## src/hdl/gdec_pkg.sv

```systemverilog
// Shared types, constants and helpers of the glyph outline decoder.
`timescale 1ns / 1ps

package gdec_pkg;

  // Point storage
  localparam int MAX_POINTS = 64;
  localparam int ADDR_W     = $clog2(MAX_POINTS);
  localparam int PIDX_W     = $clog2(MAX_POINTS + 1);
  localparam int FLAG_W     = 6;
  localparam int COORD_W    = 16;

  // Result kinds
  localparam logic [1:0] KIND_POINT = 2'd0;
  localparam logic [1:0] KIND_COMP  = 2'd1;
  localparam logic [1:0] KIND_BAD   = 2'd2;

  // Contour count of a compound glyph
  localparam logic [15:0] CONTOURS_COMPOUND = 16'hFFFF;

  // Default F2Dot14 matrix words (identity)
  localparam logic [15:0] F2DOT14_ONE = 16'h4000;
  localparam logic [63:0] MATRIX_IDENTITY = {F2DOT14_ONE, 32'h0, F2DOT14_ONE};

  // Simple glyph flag bits
  localparam int FL_ON_CURVE = 0;
  localparam int FL_X_SHORT  = 1;
  localparam int FL_Y_SHORT  = 2;
  localparam int FL_REPEAT   = 3;
  localparam int FL_X_SAME   = 4;
  localparam int FL_Y_SAME   = 5;

  // Component flag bits
  localparam int CF_WORD_ARGS = 0;
  localparam int CF_XY_VALUES = 1;
  localparam int CF_SCALE     = 3;
  localparam int CF_MORE      = 5;
  localparam int CF_XY_SCALE  = 6;
  localparam int CF_TWO_BY_TWO = 7;

  typedef enum logic [3:0] {
    PH_WAIT = 4'd0,
    PH_HEAD = 4'd1,
    PH_ENDS = 4'd2,
    PH_ILEN = 4'd3,
    PH_SKIP = 4'd4,
    PH_FLAG = 4'd5,
    PH_REP  = 4'd6,
    PH_XC   = 4'd7,
    PH_YC   = 4'd8,
    PH_COMP = 4'd9
  } phase_t;

  typedef enum logic [2:0] {
    ST_IN   = 3'd0,
    ST_PROC = 3'd1,
    ST_REP  = 3'd2,
    ST_RD   = 3'd3,
    ST_CO   = 3'd4,
    ST_DRD  = 3'd5,
    ST_DCK  = 3'd6
  } seq_state_t;

  typedef struct packed {
    logic [1:0]  kind;
    logic        on_curve;
    logic [15:0] coord_x;
    logic [15:0] coord_y;
    logic [15:0] comp_flags;
    logic [15:0] comp_glyph;
    logic [15:0] scale_xx;
    logic [15:0] scale_xy;
    logic [15:0] scale_yx;
    logic [15:0] scale_yy;
    logic        last;
  } result_t;

  // Replace one 16-bit word of a 64-bit register, word 0 in the top bits
  function automatic logic [63:0] set_word(input logic [63:0] r, input logic [1:0] slot,
                                           input logic [15:0] v);
    logic [63:0] res;
    res = r;
    case (slot)
      2'd0: res[63:48] = v;
      2'd1: res[47:32] = v;
      2'd2: res[31:16] = v;
      default: res[15:0] = v;
    endcase
    return res;
  endfunction

endpackage

```

## src/hdl/glyph_outline_decoder.sv

```systemverilog
// Top level of the glyph outline decoder: stream ports, parser and output register.
// A byte is taken into a byte register and parsed from there; the parse waits while the
//   output register is full and not drained, and a finished result is registered there.
// The parser takes a new byte only after it is through with the last one; coordinate
//   bytes and points completed without a byte also pass through read and check states.
// The flag and x memories (one read port each) call for these read states.
// Reset: synchronous, active low rst_n; clears parser state, memories are not cleared.
`timescale 1ns / 1ps

module glyph_outline_decoder (
  input  logic         clk,
  input  logic         rst_n,
  input  logic         in_tvalid,
  output logic         in_tready,
  input  logic [7:0]   in_tdata,   // [7:0] data_byte
  input  logic         in_tuser,   // [0] glyph_start
  output logic         out_tvalid,
  input  logic         out_tready,
  output logic [135:0] out_tdata,  // [0] on_curve, [16:1] coord_x, [32:17] coord_y,
                                   // [48:33] comp_flags, [64:49] comp_glyph,
                                   // [80:65] scale_xx, [96:81] scale_xy,
                                   // [112:97] scale_yx, [128:113] scale_yy, rest zero
  output logic [1:0]   out_tuser,  // [1:0] result_kind
  output logic         out_tlast
);

  logic              res_valid;
  logic              res_ready;
  gdec_pkg::result_t res;
  gdec_pkg::result_t out_r;
  logic              out_valid_r;

  gdec_core u_core (
    .clk       (clk),
    .rst_n     (rst_n),
    .in_valid  (in_tvalid),
    .in_ready  (in_tready),
    .in_byte   (in_tdata),
    .in_start  (in_tuser),
    .res_valid (res_valid),
    .res_ready (res_ready),
    .res       (res)
  );

  // Load the output register when it is empty or being drained
  assign res_ready = !out_valid_r || out_tready;

  always_ff @(posedge clk) begin
    if (!rst_n) begin
      out_valid_r <= 1'b0;
    end else if (res_ready) begin
      out_valid_r <= res_valid;
    end
  end

  always_ff @(posedge clk) begin
    if (res_ready && res_valid) begin
      out_r <= res;
    end
  end

  assign out_tvalid = out_valid_r;
  assign out_tuser  = out_r.kind;
  assign out_tlast  = out_r.last;
  assign out_tdata  = {7'd0, out_r.scale_yy, out_r.scale_yx, out_r.scale_xy,
                       out_r.scale_xx, out_r.comp_glyph, out_r.comp_flags,
                       out_r.coord_y, out_r.coord_x, out_r.on_curve};

endmodule

```

## src/hdl/gdec_ram.sv

```systemverilog
// Generic single-write, single-read RAM with registered read data.
`timescale 1ns / 1ps

module gdec_ram #(
  parameter int WIDTH = 8,
  parameter int DEPTH = 64
) (
  input  logic                     clk,
  input  logic                     we,
  input  logic [$clog2(DEPTH)-1:0] waddr,
  input  logic [WIDTH-1:0]         wdata,
  input  logic [$clog2(DEPTH)-1:0] raddr,
  output logic [WIDTH-1:0]         rdata
);

  logic [WIDTH-1:0] mem [DEPTH];

  // Write port and registered read port
  always_ff @(posedge clk) begin
    if (we) begin
      mem[waddr] <= wdata;
    end
    rdata <= mem[raddr];
  end

endmodule

```

## src/hdl/gdec_core.sv

```systemverilog
// Glyph record parser: byte sequencer around the flag and x coordinate memories.
`timescale 1ns / 1ps

module gdec_core (
  input  logic              clk,
  input  logic              rst_n,
  input  logic              in_valid,
  output logic              in_ready,
  input  logic [7:0]        in_byte,
  input  logic              in_start,
  output logic              res_valid,
  input  logic              res_ready,
  output gdec_pkg::result_t res
);

  gdec_pkg::seq_state_t state_r, state_nxt;
  gdec_pkg::phase_t     phase_r, phase_nxt;
  logic [15:0] fc_r, fc_nxt;
  logic [15:0] cc_r, cc_nxt;
  logic [15:0] hep_r, hep_nxt;
  logic [15:0] skip_r, skip_nxt;
  logic [7:0]  bh_r, bh_nxt;
  logic [7:0]  byte_r, byte_nxt;
  logic [gdec_pkg::PIDX_W-1:0] pi_r, pi_nxt;
  logic [7:0]  rep_r, rep_nxt;
  logic [15:0] acc_r, acc_nxt;
  logic [gdec_pkg::FLAG_W-1:0] lastf_r, lastf_nxt;
  logic [63:0] cr0_r, cr0_nxt;
  logic [63:0] cr1_r, cr1_nxt;

  logic                         fl_we;
  logic [gdec_pkg::FLAG_W-1:0]  fl_wd;
  logic [gdec_pkg::FLAG_W-1:0]  fl_rd;
  logic                         x_we;
  logic [15:0]                  x_wd;
  logic [15:0]                  x_rd;
  logic [gdec_pkg::ADDR_W-1:0]  addr;

  logic [16:0] np17;
  logic [16:0] pi17;
  logic        pi_ge_np;

  assign addr     = pi_r[gdec_pkg::ADDR_W-1:0];
  assign np17     = {1'b0, hep_r} + 17'd1;
  assign pi17     = 17'(pi_r);
  assign pi_ge_np = (pi17 >= np17);

  // Flag and x coordinate stores
  gdec_ram #(.WIDTH(gdec_pkg::FLAG_W), .DEPTH(gdec_pkg::MAX_POINTS)) u_flag_ram (
    .clk   (clk),
    .we    (fl_we),
    .waddr (addr),
    .wdata (fl_wd),
    .raddr (addr),
    .rdata (fl_rd)
  );

  gdec_ram #(.WIDTH(gdec_pkg::COORD_W), .DEPTH(gdec_pkg::MAX_POINTS)) u_x_ram (
    .clk   (clk),
    .we    (x_we),
    .waddr (addr),
    .wdata (x_wd),
    .raddr (addr),
    .rdata (x_rd)
  );

  // Hold sequencer and parse state
  always_ff @(posedge clk) begin
    if (!rst_n) begin
      state_r <= gdec_pkg::ST_IN;
      phase_r <= gdec_pkg::PH_WAIT;
      fc_r    <= '0;
      cc_r    <= '0;
      hep_r   <= '0;
      skip_r  <= '0;
      bh_r    <= '0;
      pi_r    <= '0;
      rep_r   <= '0;
      acc_r   <= '0;
      lastf_r <= '0;
      cr0_r   <= '0;
      cr1_r   <= '0;
    end else begin
      state_r <= state_nxt;
      phase_r <= phase_nxt;
      fc_r    <= fc_nxt;
      cc_r    <= cc_nxt;
      hep_r   <= hep_nxt;
      skip_r  <= skip_nxt;
      bh_r    <= bh_nxt;
      pi_r    <= pi_nxt;
      rep_r   <= rep_nxt;
      acc_r   <= acc_nxt;
      lastf_r <= lastf_nxt;
      cr0_r   <= cr0_nxt;
      cr1_r   <= cr1_nxt;
    end
  end

  always_ff @(posedge clk) begin
    byte_r <= byte_nxt;
  end

  // Next state, memory writes and results
  always_comb begin
    logic [15:0] word;
    logic [15:0] vmax;
    logic [15:0] delta;
    logic [15:0] acc_new;
    logic [15:0] cf;
    logic [63:0] c0;
    logic [63:0] c1;
    logic [15:0] argb;
    logic [15:0] scb;
    logic [15:0] endp;
    logic [15:0] q;
    logic        is_x;
    logic        is_short;
    logic        is_same;
    logic [15:0] sv;

    state_nxt = state_r;
    phase_nxt = phase_r;
    fc_nxt    = fc_r;
    cc_nxt    = cc_r;
    hep_nxt   = hep_r;
    skip_nxt  = skip_r;
    bh_nxt    = bh_r;
    byte_nxt  = byte_r;
    pi_nxt    = pi_r;
    rep_nxt   = rep_r;
    acc_nxt   = acc_r;
    lastf_nxt = lastf_r;
    cr0_nxt   = cr0_r;
    cr1_nxt   = cr1_r;
    in_ready  = 1'b0;
    res_valid = 1'b0;
    res       = '0;
    fl_we     = 1'b0;
    fl_wd     = byte_r[gdec_pkg::FLAG_W-1:0];
    x_we      = 1'b0;
    x_wd      = acc_r;

    word    = {bh_r, byte_r};
    vmax    = (word > hep_r) ? word : hep_r;
    is_x    = (phase_r == gdec_pkg::PH_XC);
    is_short = is_x ? fl_rd[gdec_pkg::FL_X_SHORT] : fl_rd[gdec_pkg::FL_Y_SHORT];
    is_same  = is_x ? fl_rd[gdec_pkg::FL_X_SAME] : fl_rd[gdec_pkg::FL_Y_SAME];
    if (is_short) begin
      delta = is_same ? {8'h00, byte_r} : 16'h0000 - {8'h00, byte_r};
    end else begin
      delta = word;
    end
    acc_new = acc_r + delta;
    cf   = cr0_r[63:48];
    c0   = cr0_r;
    c1   = cr1_r;
    argb = cf[gdec_pkg::CF_WORD_ARGS] ? 16'd4 : 16'd2;
    if (cf[gdec_pkg::CF_SCALE]) begin
      scb = 16'd2;
    end else if (cf[gdec_pkg::CF_XY_SCALE]) begin
      scb = 16'd4;
    end else if (cf[gdec_pkg::CF_TWO_BY_TWO]) begin
      scb = 16'd8;
    end else begin
      scb = 16'd0;
    end
    endp = 16'd4 + argb + scb;
    q    = fc_r - 16'd4 - argb;
    sv   = {((cf[gdec_pkg::CF_XY_VALUES] && byte_r[7]) ? 8'hFF : 8'h00), byte_r};

    unique case (state_r)
      // Take the next byte; a record start clears the parse state
      gdec_pkg::ST_IN: begin
        in_ready = 1'b1;
        if (in_valid) begin
          byte_nxt  = in_byte;
          state_nxt = gdec_pkg::ST_PROC;
          if (in_start) begin
            phase_nxt = gdec_pkg::PH_HEAD;
            fc_nxt    = '0;
            cc_nxt    = '0;
            hep_nxt   = '0;
            skip_nxt  = '0;
            pi_nxt    = '0;
            rep_nxt   = '0;
            acc_nxt   = '0;
          end
        end
      end

      // Parse a header, end point, instruction, flag, repeat or component byte
      gdec_pkg::ST_PROC: begin
        if (res_ready) begin
          state_nxt = gdec_pkg::ST_IN;
          unique case (phase_r)
            gdec_pkg::PH_HEAD: begin
              if (fc_r == 16'd0) begin
                bh_nxt = byte_r;
              end else if (fc_r == 16'd1) begin
                cc_nxt = word;
              end
              if (fc_r < 16'd9) begin
                fc_nxt = fc_r + 16'd1;
              end else begin
                fc_nxt = '0;
                if (cc_r == gdec_pkg::CONTOURS_COMPOUND) begin
                  phase_nxt = gdec_pkg::PH_COMP;
                end else if (cc_r[15]) begin
                  res_valid = 1'b1;
                  res.kind  = gdec_pkg::KIND_BAD;
                  res.last  = 1'b1;
                  phase_nxt = gdec_pkg::PH_WAIT;
                end else if (cc_r == 16'd0) begin
                  phase_nxt = gdec_pkg::PH_ILEN;
                end else begin
                  phase_nxt = gdec_pkg::PH_ENDS;
                end
              end
            end
            gdec_pkg::PH_ENDS: begin
              if (fc_r[0]) begin
                hep_nxt = vmax;
                if (vmax >= 16'(gdec_pkg::MAX_POINTS)) begin
                  res_valid = 1'b1;
                  res.kind  = gdec_pkg::KIND_BAD;
                  res.last  = 1'b1;
                  phase_nxt = gdec_pkg::PH_WAIT;
                end else if (({1'b0, fc_r} + 17'd1) == {cc_r, 1'b0}) begin
                  phase_nxt = gdec_pkg::PH_ILEN;
                  fc_nxt    = '0;
                end else begin
                  fc_nxt = fc_r + 16'd1;
                end
              end else begin
                bh_nxt = byte_r;
                fc_nxt = fc_r + 16'd1;
              end
            end
            gdec_pkg::PH_ILEN: begin
              if (fc_r == 16'd0) begin
                bh_nxt = byte_r;
                fc_nxt = 16'd1;
              end else begin
                fc_nxt   = '0;
                skip_nxt = word;
                if (word != 16'd0) begin
                  phase_nxt = gdec_pkg::PH_SKIP;
                end else if (cc_r == 16'd0) begin
                  phase_nxt = gdec_pkg::PH_WAIT;
                end else begin
                  phase_nxt = gdec_pkg::PH_FLAG;
                  pi_nxt    = '0;
                end
              end
            end
            gdec_pkg::PH_SKIP: begin
              skip_nxt = skip_r - 16'd1;
              if (skip_r == 16'd1) begin
                if (cc_r == 16'd0) begin
                  phase_nxt = gdec_pkg::PH_WAIT;
                end else begin
                  phase_nxt = gdec_pkg::PH_FLAG;
                  pi_nxt    = '0;
                end
              end
            end
            gdec_pkg::PH_FLAG: begin
              if (pi_ge_np) begin
                res_valid = 1'b1;
                res.kind  = gdec_pkg::KIND_BAD;
                res.last  = 1'b1;
                phase_nxt = gdec_pkg::PH_WAIT;
              end else begin
                fl_we     = 1'b1;
                lastf_nxt = byte_r[gdec_pkg::FLAG_W-1:0];
                pi_nxt    = pi_r + 1'b1;
                if (byte_r[gdec_pkg::FL_REPEAT]) begin
                  phase_nxt = gdec_pkg::PH_REP;
                end else if ((pi17 + 17'd1) >= np17) begin
                  phase_nxt = gdec_pkg::PH_XC;
                  pi_nxt    = '0;
                  acc_nxt   = '0;
                  fc_nxt    = '0;
                  state_nxt = gdec_pkg::ST_DRD;
                end
              end
            end
            gdec_pkg::PH_REP: begin
              if ((pi17 + 17'(byte_r)) > np17 || pi_r == '0) begin
                res_valid = 1'b1;
                res.kind  = gdec_pkg::KIND_BAD;
                res.last  = 1'b1;
                phase_nxt = gdec_pkg::PH_WAIT;
              end else begin
                rep_nxt   = byte_r;
                state_nxt = gdec_pkg::ST_REP;
              end
            end
            gdec_pkg::PH_XC, gdec_pkg::PH_YC: begin
              state_nxt = gdec_pkg::ST_RD;
            end
            gdec_pkg::PH_COMP: begin
              if (fc_r == 16'd0) begin
                c0 = '0;
                c1 = gdec_pkg::MATRIX_IDENTITY;
              end
              if (fc_r < 16'd4) begin
                if (fc_r[0]) begin
                  c0 = gdec_pkg::set_word(c0, fc_r[2:1], word);
                end else begin
                  bh_nxt = byte_r;
                end
                fc_nxt = fc_r + 16'd1;
              end else begin
                if (fc_r < 16'd4 + argb) begin
                  if (argb == 16'd4) begin
                    if (fc_r[0]) begin
                      c0 = gdec_pkg::set_word(c0, {1'b1, fc_r[1]}, word);
                    end else begin
                      bh_nxt = byte_r;
                    end
                  end else begin
                    c0 = gdec_pkg::set_word(c0, {1'b1, fc_r[0]}, sv);
                  end
                end else begin
                  if (q[0]) begin
                    if (scb == 16'd2) begin
                      c1 = gdec_pkg::set_word(c1, 2'd0, word);
                      c1 = gdec_pkg::set_word(c1, 2'd3, word);
                    end else if (scb == 16'd4) begin
                      c1 = gdec_pkg::set_word(c1, q[1] ? 2'd3 : 2'd0, word);
                    end else begin
                      c1 = gdec_pkg::set_word(c1, q[2:1], word);
                    end
                  end else begin
                    bh_nxt = byte_r;
                  end
                end
                if (fc_r + 16'd1 == endp) begin
                  res_valid      = 1'b1;
                  res.kind       = gdec_pkg::KIND_COMP;
                  res.coord_x    = c0[31:16];
                  res.coord_y    = c0[15:0];
                  res.comp_flags = cf;
                  res.comp_glyph = c0[47:32];
                  res.scale_xx   = c1[63:48];
                  res.scale_xy   = c1[47:32];
                  res.scale_yx   = c1[31:16];
                  res.scale_yy   = c1[15:0];
                  res.last       = !cf[gdec_pkg::CF_MORE];
                  if (cf[gdec_pkg::CF_MORE]) begin
                    fc_nxt = '0;
                  end else begin
                    phase_nxt = gdec_pkg::PH_WAIT;
                  end
                end else begin
                  fc_nxt = fc_r + 16'd1;
                end
              end
              cr0_nxt = c0;
              cr1_nxt = c1;
            end
            default: begin
              phase_nxt = gdec_pkg::PH_WAIT;
            end
          endcase
        end
      end

      // Copy the previous flag once per cycle for a repeat run
      gdec_pkg::ST_REP: begin
        if (rep_r == 8'd0) begin
          if (pi_ge_np) begin
            phase_nxt = gdec_pkg::PH_XC;
            pi_nxt    = '0;
            acc_nxt   = '0;
            fc_nxt    = '0;
            state_nxt = gdec_pkg::ST_DRD;
          end else begin
            phase_nxt = gdec_pkg::PH_FLAG;
            state_nxt = gdec_pkg::ST_IN;
          end
        end else begin
          fl_we   = 1'b1;
          fl_wd   = lastf_r;
          pi_nxt  = pi_r + 1'b1;
          rep_nxt = rep_r - 8'd1;
        end
      end

      // Wait for the flag and x of the current point
      gdec_pkg::ST_RD: begin
        state_nxt = gdec_pkg::ST_CO;
      end

      // Apply one coordinate byte
      gdec_pkg::ST_CO: begin
        if (pi_ge_np) begin
          phase_nxt = gdec_pkg::PH_WAIT;
          state_nxt = gdec_pkg::ST_IN;
        end else if (is_short || fc_r != 16'd0) begin
          if (is_x) begin
            x_we      = 1'b1;
            x_wd      = acc_new;
            acc_nxt   = acc_new;
            pi_nxt    = pi_r + 1'b1;
            fc_nxt    = '0;
            state_nxt = gdec_pkg::ST_DRD;
          end else begin
            res_valid    = 1'b1;
            res.kind     = gdec_pkg::KIND_POINT;
            res.on_curve = fl_rd[gdec_pkg::FL_ON_CURVE];
            res.coord_x  = x_rd;
            res.coord_y  = acc_new;
            res.last     = (pi17 + 17'd1) == np17;
            if (res_ready) begin
              acc_nxt   = acc_new;
              pi_nxt    = pi_r + 1'b1;
              fc_nxt    = '0;
              state_nxt = gdec_pkg::ST_DRD;
            end
          end
        end else begin
          bh_nxt    = byte_r;
          fc_nxt    = 16'd1;
          state_nxt = gdec_pkg::ST_IN;
        end
      end

      // Advance the coordinate pass, issue the read of the next point
      gdec_pkg::ST_DRD: begin
        if (phase_r == gdec_pkg::PH_XC && pi_ge_np) begin
          phase_nxt = gdec_pkg::PH_YC;
          pi_nxt    = '0;
          acc_nxt   = '0;
          fc_nxt    = '0;
        end else if (phase_r == gdec_pkg::PH_YC && pi_ge_np) begin
          phase_nxt = gdec_pkg::PH_WAIT;
          state_nxt = gdec_pkg::ST_IN;
        end else if (phase_r == gdec_pkg::PH_XC || phase_r == gdec_pkg::PH_YC) begin
          state_nxt = gdec_pkg::ST_DCK;
        end else begin
          state_nxt = gdec_pkg::ST_IN;
        end
      end

      // Complete points that need no coordinate byte
      gdec_pkg::ST_DCK: begin
        if (is_short || !is_same) begin
          state_nxt = gdec_pkg::ST_IN;
        end else if (is_x) begin
          x_we      = 1'b1;
          pi_nxt    = pi_r + 1'b1;
          state_nxt = gdec_pkg::ST_DRD;
        end else begin
          res_valid    = 1'b1;
          res.kind     = gdec_pkg::KIND_POINT;
          res.on_curve = fl_rd[gdec_pkg::FL_ON_CURVE];
          res.coord_x  = x_rd;
          res.coord_y  = acc_r;
          res.last     = (pi17 + 17'd1) == np17;
          if (res_ready) begin
            pi_nxt    = pi_r + 1'b1;
            state_nxt = gdec_pkg::ST_DRD;
          end
        end
      end

      default: begin
        state_nxt = gdec_pkg::ST_IN;
      end
    endcase
  end

`ifndef SYNTHESIS
  // Memory writes stay inside the stores
  a_write_in_range: assert property (@(posedge clk) disable iff (!rst_n)
    (fl_we || x_we) |-> (pi17 < 17'(gdec_pkg::MAX_POINTS)))
    else $error("store write past the last point");

  // Coordinate states only run in a coordinate pass
  a_coord_phase: assert property (@(posedge clk) disable iff (!rst_n)
    (state_r == gdec_pkg::ST_CO || state_r == gdec_pkg::ST_DCK) |->
    (phase_r == gdec_pkg::PH_XC || phase_r == gdec_pkg::PH_YC))
    else $error("coordinate state outside a coordinate pass");

  // A read wait is always followed by the coordinate state
  a_read_wait: assert property (@(posedge clk) disable iff (!rst_n)
    (state_r == gdec_pkg::ST_RD) |=> (state_r == gdec_pkg::ST_CO))
    else $error("read wait did not advance");

  // A malformed result always ends the glyph
  a_bad_last: assert property (@(posedge clk) disable iff (!rst_n)
    (res_valid && res.kind == gdec_pkg::KIND_BAD) |-> res.last)
    else $error("malformed result without last");
`endif

endmodule

```

## config.mk

```make
export PLATFORM = sky130hd
export DESIGN_NAME = glyph_outline_decoder
export DESIGN_NICKNAME = d
export VERILOG_FILES = /design/src/hdl/gdec_pkg.sv /design/src/hdl/glyph_outline_decoder.sv /design/src/hdl/gdec_ram.sv /design/src/hdl/gdec_core.sv
export SDC_FILE = /design/constraint.sdc
export NUM_CORES = 2
export LEC_CHECK = 0
export BUFFER_PORTS_ARGS = -buffer_cell sky130_fd_sc_hd__buf_2
export CORE_ASPECT_RATIO = 0.7
export CORE_MARGIN = 2
export CORE_UTILIZATION = 55
export CTS_BUF_LIST = sky130_fd_sc_hd__clkbuf_4 sky130_fd_sc_hd__clkbuf_8
export DETAILED_ROUTE_END_ITERATION = 8
export PLACE_DENSITY_LB_ADDON = 0.12
export SYNTH_ARGS = -nofsm -noshare
export SYNTH_HDL_FRONTEND = slang
export SYNTH_HIERARCHICAL = 1
export SYNTH_SLANG_ARGS = --single-unit
```

## constraint.sdc

```tcl
create_clock -name clk -period 16.4 [get_ports clk]
set_input_delay 0.82 -clock clk [delete_from_list [all_inputs] [get_ports clk]]
set_output_delay 0.82 -clock clk [all_outputs]
set_load 0.1 [all_outputs]
```

== Yosys cells after proc, flatten, opt, wreduce, memory -nomap -nowiden ==
Memory sizes are Yosys's and may differ from the RTL's. A register that Yosys moved wholly into a read port is not among the register bits.
Cells that the tools add are included.
W data, S select, Z words.

* Add/subtract/negate cells: 14
* $lt $le $gt $ge: 8
* Equality and inequality tests: 82
* Muxes and demuxes: 238
* Bitwise logic cells: 5
* Reduce and logical (&&, ||, !) cells: 47

{| class="wikitable"
|+ Operators with widths
! cell !! count
|-
| $mux W16 || 60
|-
| $mux W64 || 15
|-
| $mux W129 || 3
|-
| $pmux W16 S5 || 3
|-
| $mux W128 || 1
|-
| $mux W8 || 16
|-
| $pmux W16 S2 || 4
|-
| $mux W7 || 18
|-
| $mux W35 || 3
|-
| $mux W32 || 3
|-
| $pmux W32 S3 || 1
|-
| $mux W4 || 23
|-
| $mux W33 || 2
|-
| $mux W3 || 17
|-
| $pmux W8 S3 || 2
|-
| $pmux W7 S6 || 1
|-
| $reduce_and A14 Y1 || 3
|-
| $mux W1 || 36
|-
| $add A16 B1 Y17 const B || 2
|-
| $eq A17 B17 Y1 || 2
|-
| $add A16 B16 Y16 || 2
|-
| $eq A16 B1 Y1 const B || 2
|-
| $eq A16 B3 Y1 const B || 2
|-
| $logic_not A16 Y1 || 2
|-
| other kinds (81) || 171
|}

* Register bits: 385
* Memory bits (writable): 1408
* Input port bits: 13
* Output and inout bits: 141
* Word-level logic and storage cells: 423
* Memories: 2

{| class="wikitable"
|+ Memories
! name !! words !! bits a word !! read ports !! clocked after Yosys merged registers in !! write ports !! line !! RTL
|-
| u_core.u_x_ram.mem || 64 || 16 || 1 || 1 || 1 || gdec_ram.sv:16 || <nowiki>logic [WIDTH-1:0] mem [DEPTH];</nowiki>
|-
| u_core.u_flag_ram.mem || 64 || 6 || 1 || 1 || 1 || gdec_ram.sv:16 ||
|}

== Depth between registers and ports, before layout ==
* Word-level depth: 15
* Mapped depth: 22
* Gate-level depth less buffers: 22

== Modules after synthesis ==
The synthesis kept the hierarchy.

{| class="wikitable"
|+ Modules (own cells, without submodules)
! module !! instances !! cells an instance !! area each (µm²) !! sequential area each (µm²)
|-
| gdec_ram at u_core.u_x_ram || 1 || 1820 || 39978.3 || 31069.8
|-
| gdec_core || 1 || 2520 || 18046.1 || 5124.9
|-
| gdec_ram at u_core.u_flag_ram || 1 || 729 || 15205.8 || 11651.2
|-
| glyph_outline_decoder || 1 || 145 || 4077.7 || 3983.8
|}

== Worst setup path before layout ==
Ideal clock, no wire load.

* Kind: register -> register
* Start point: reg u_core.phase_r[3]
* End point: mem u_core/u_x_ram/mem[0][15] (netlist name), data pin
* Setup time: 702 ps
* Data arrival time: 6620 ps
* Slack: 9079 ps
* Cell stages (with the launch flop): 17
* Path buffers: 2
* Path through: dfxtp_1 > clkbuf_1 > and4b_1 > mux2i_1 > clkbuf_1 > nor2_1 > o21ai_0 > ha_1 > a211o_1 > a211oi_1 > o31ai_1 > o41a_1 > and4_1 > a2111oi_1 > a21oi_1 > xnor2_1 > o21ai_0

* Longest elaborated chain between the ends: 9
* Elaborated cells between the ends (all ways): 11
* Those cells by class: add/sub (1); eq/ne (1); mux (8); reduce/logical (1)

{| class="wikitable"
|+ RTL lines
! item !! line !! RTL
|-
| start, declared || gdec_core.sv:17 || <nowiki>gdec_pkg::phase_t phase_r, phase_nxt;</nowiki>
|-
| start signal, assigned || gdec_core.sv:71 || <nowiki>phase_r <= gdec_pkg::PH_WAIT;</nowiki>
|-
| start signal, assigned || gdec_core.sv:85 || <nowiki>phase_r <= phase_nxt;</nowiki>
|-
| $eq A4 B3 Y1 (*) || gdec_core.sv:146 || <nowiki>is_x = (phase_r == gdec_pkg::PH_XC);</nowiki>
|-
| $mux W1 || gdec_core.sv:148 || <nowiki>is_same = is_x ? fl_rd[gdec_pkg::FL_X_SAME] : fl_rd[gdec_pkg::FL_Y_SAME];</nowiki>
|-
| $mux W16 || gdec_core.sv:150 || <nowiki>delta = is_same ? {8'h00, byte_r} : 16'h0000 - {8'h00, byte_r};</nowiki>
|-
| $mux W16 || gdec_core.sv:149 || <nowiki>if (is_short) begin</nowiki>
|-
| $add A16 B16 Y16 || gdec_core.sv:154 || <nowiki>acc_new = acc_r + delta;</nowiki>
|-
| $mux W16 || gdec_core.sv:403 || <nowiki>if (is_x) begin</nowiki>
|-
| $mux W16 (*) || gdec_core.sv:402 || <nowiki>end else if (is_short || fc_r != 16'd0) begin</nowiki>
|-
| $mux W16 (*) || gdec_core.sv:399 || <nowiki>if (pi_ge_np) begin</nowiki>
|-
| $mux W16 (*) || gdec_core.sv:172 || <nowiki>unique case (state_r)</nowiki>
|-
| via u_core.x_wd[15] || gdec_core.sv:35 || <nowiki>logic [15:0] x_wd;</nowiki>
|-
| end, declared || gdec_ram.sv:16 ||
|}

Mark *: on every way through the listed nets, which the timed path passes. The rest lies on a longest branch.

== Worst setup path after layout ==
* Start point: reg u_core.byte_r[1]
* End point: reg out_r (netlist bit out_tdata[58]), enable pin

* Longest elaborated chain between the ends: 9
* Elaborated cells between the ends (all ways): 13
* Those cells by class: add/sub (1); order compare (3); mux (7); reduce/logical (2)

{| class="wikitable"
|+ RTL lines
! item !! line !! RTL
|-
| start, declared || gdec_core.sv:23 || <nowiki>logic [7:0] byte_r, byte_nxt;</nowiki>
|-
| start signal, assigned || gdec_core.sv:101 || <nowiki>byte_r <= byte_nxt;</nowiki>
|-
| $gt A16 B16 Y1 || gdec_core.sv:145 || <nowiki>vmax = (word > hep_r) ? word : hep_r;</nowiki>
|-
| $mux W16 || gdec_core.sv:145 ||
|-
| $ge A16 B7 Y1 || gdec_core.sv:224 || <nowiki>if (vmax >= 16'(gdec_pkg::MAX_POINTS)) begin</nowiki>
|-
| $mux W1 || gdec_core.sv:224 ||
|-
| $mux W1 || gdec_core.sv:222 || <nowiki>if (fc_r[0]) begin</nowiki>
|-
| $pmux W1 S5 (*) || gdec_core.sv:196 || <nowiki>unique case (phase_r)</nowiki>
|-
| $mux W1 (*) || gdec_core.sv:194 || <nowiki>if (res_ready) begin</nowiki>
|-
| $pmux W1 S3 (*) || gdec_core.sv:172 ||
|-
| via res_valid || glyph_outline_decoder.sv:27 || <nowiki>logic res_valid;</nowiki>
|-
| $logic_and A1 B1 Y1 (*) || glyph_outline_decoder.sv:57 || <nowiki>if (res_ready && res_valid) begin</nowiki>
|-
| end signal, assigned || glyph_outline_decoder.sv:58 || <nowiki>out_r <= res;</nowiki>
|-
| end, declared || glyph_outline_decoder.sv:30 || <nowiki>gdec_pkg::result_t out_r;</nowiki>
|}

Marked as above.
A chain may end at the register's enable or synchronous reset.

==> flow_summary.json <==
{
  "run_status": "completed",
  "grt_pass1_wl_mm": 302,
  "antenna_found_initial": 5,
  "fin_nets": 5447,
  "hp-class": "input pin to flip-flop",
  "hold_buffers": 8,
  "dp_hpwl_mm": 127,
  "p_leak_uw": 0.0243,
  "reg2reg_from": "u_core/byte_r[1]$_DFFE_PP_",
  "cts-root-buf": "clkbuf_8",
  "hold_viol_final": 0,
  "drtIter0Drc": 6871,
  "cp-startpoint": "u_core/byte_r[1]$_DFFE_PP_",
  "min_period_ns": 6.64,
  "gp_congestion": 0.949,
  "drv_slew": 0,
  "maxCapViolCount": 0,
  "skew_ns": 0.0629,
  "routedWlPerCell_um": 28.0,
  "cts_made_buffers": 281,
  "power_uw": 8680,
  "cts_resized": 0,
  "cts_sinks": 1749,
  "synthCells": 5110,
  "tightest_slew_ns": 1.35,
  "start_kind": "flip-flop",
  "ant_nets": 0,
  "cp.arrival_ns": 7.25,
  "end_kind": "flip-flop",
  "r2r_end": "out_tdata[58]$_DFFE_PP_",
  "synth_area_um2": 74900,
  "vdd_drop_max_mv": 0.0818,
  "yosys_warnings": 6,
  "finalSetupViolCount": 0,
  "grt_max_degree": 134,
  "htreeDepth": 5,
  "die_y_um": 313,
  "synthToLayoutAreaGrowth_pct": 10.7,
  "r2r_cells": 21,
  "drtPass1Iterations": 6,
  "hold_slack_ns": 0.343,
  "grt_pass1_vias": 45000,
  "path_clk_slew_ns": 0.06,
  "critPathCapture": "out_tdata[58]$_DFFE_PP_",
  "start_util_pct": 55.3,
  "min_period_over_period_pct": 40.5,
  "grt_usage_pct": 29.4,
  "max-slew-margin-rel_pct": 9.77,
  "gr-total-overflow": 0,
  "drc": 0,
  "via_count": 47300,
  "required_ns": 17.01,
  "routed_via_density": 6.46,
  "rows": 113,
  "rsz0062_at_grt": "false",
  "max_freq_mhz": 150,
  "path_max_fanout": 68,
  "cts_setup_buffers": 0,
  "crit_type": "flip-flop to flip-flop",
  "drive_gt1_share_pct": 20.7,
  "avgSynthCellArea_um2": 14.6,
  "ioPinCount": 154,
  "clk_path_buf_depth": 4,
  "clock_latency_ns": 1.02,
  "portBuffers": 146,
  "tns_ns": 0,
  "postLayoutCoreUtil_pct": 61.3,
  "r2r_setup_slack_ns": 9.76,
  "p_per_area_nw_per_um2": 105,
  "dieArea_um2": 139000,
  "wirelength_mm": 205,
  "die_w_um": 445,
  "fp.coreArea_um2": 135000,
  "cts_tree": "built"
}
## worst max-delay path, stage by stage (launching register included)
cell and delay (ns):
edfxtp_1 0.32, buf_4 0.36, inv_1 0.43, fa_1 0.58, inv_1 0.08, a21oi_1 0.06
o21ai_0 0.28, a21oi_1 0.14, o21bai_1 0.22, a21oi_1 0.12, nor2_1 0.10, ha_1 0.22
nor3_1 0.07, a211oi_1 0.25, o311ai_0 0.30, nor3_1 0.32, o21a_1 0.16, o21a_1 0.13
o311a_1 0.20, or3_1 0.14, and2_4 0.85, buf_4 0.79
## sequential cells by signal, indices dropped and copies added (netlist names), 2 cells and up
name	count
u_core/byte_r	8
u_core/cc_r	16
u_core/u_flag_ram/mem	320
u_core/skip_r	16
u_core/rep_r	8
u_core/u_x_ram/mem	1024
u_core/hep_r	16
u_core/lastf_r	5
u_core/u_x_ram/rdata	16
out_tuser	2
u_core/phase_r	4
u_core/cr1_r	64
u_core/pi_r	7
u_core/bh_r	8
u_core/u_flag_ram/rdata	5
out_tdata	129
u_core/state_r	3
u_core/fc_r	16
u_core/acc_r	16
u_core/cr0_r	64
## per-stage QoR
step	cell area (um2)	worst slack, ns	instances
after floorplan	74900	9.08	5116
after global placement	77500	10.08	6843
after detailed placement	77500	9.95	6843
after CTS	82900	9.85	7327
after global routing	82900	9.36	7332
final	82900	9.76	7332
## final cells by class
class,count,area [um2]
flip-flops and latches,1749,49900
multi-input cells,2928,23200
clock inverters,99,651
well taps,1782,2230
diodes,5,12.5
inverters,83,317
clock buffers,377,4630
fillers,10200,52400
repair buffers,309,2000
## worst min path at each step
stage                                         end  slack [ns]                     startpoint  cells past startpoint
finish                    out_tvalid$_SDFFE_PN0P_        0.34                     out_tready                      3
global route              out_tvalid$_SDFFE_PN0P_        0.29                     out_tready                      3
CTS                       out_tvalid$_SDFFE_PN0P_        0.27                     out_tready                      3
detailed placement  u_core/skip_r[1]$_SDFFE_PN0P_        0.47  u_core/skip_r[1]$_SDFFE_PN0P_                      2
global placement     u_core/rep_r[3]$_SDFFE_PN0P_        0.46   u_core/rep_r[3]$_SDFFE_PN0P_                      2
floorplan           u_core/skip_r[8]$_SDFFE_PN0P_        0.44  u_core/skip_r[8]$_SDFFE_PN0P_                      2
## per-layer routing
layer	global-route usage, %	up-vias	routed length (um)
li1	-	20400	-
met1	47.6	24100	93100
met2	39.0	2495	84700
met3	7.37	319	22700
met4	8.43	0	4740
met5	0	-	0
## layout by cell type, fill, tap and decap left out, drive strengths merged, types with 38 or more instances in the layout
| cell | n |
|---|---|
| a22oi | 195 |
| xnor2 | 44 |
| nand4 | 38 |
| and3 | 41 |
| o21ai | 202 |
| nand2 | 279 |
| mux4 | 309 |
| a21oi | 247 |
| nand3 | 152 |
| dfxtp | 265 |
| a31oi | 57 |
| nor3 | 68 |
| nor4 | 44 |
| ha | 80 |
| nor2b | 47 |
| nor2 | 504 |
| buf | 301 |
| mux2i | 130 |
| inv | 87 |
| clkinv | 81 |
| and2 | 50 |
| clkbuf | 377 |
| edfxtp | 1484 |
## power breakdown
part | internal [uW] | switching, uW
Combinational | 58.6 | 192
Clock | 1960 | 1690
Sequential | 4780 | 8.74
Total | 6790 | 1890
Power figures use the tool's default switching activity.
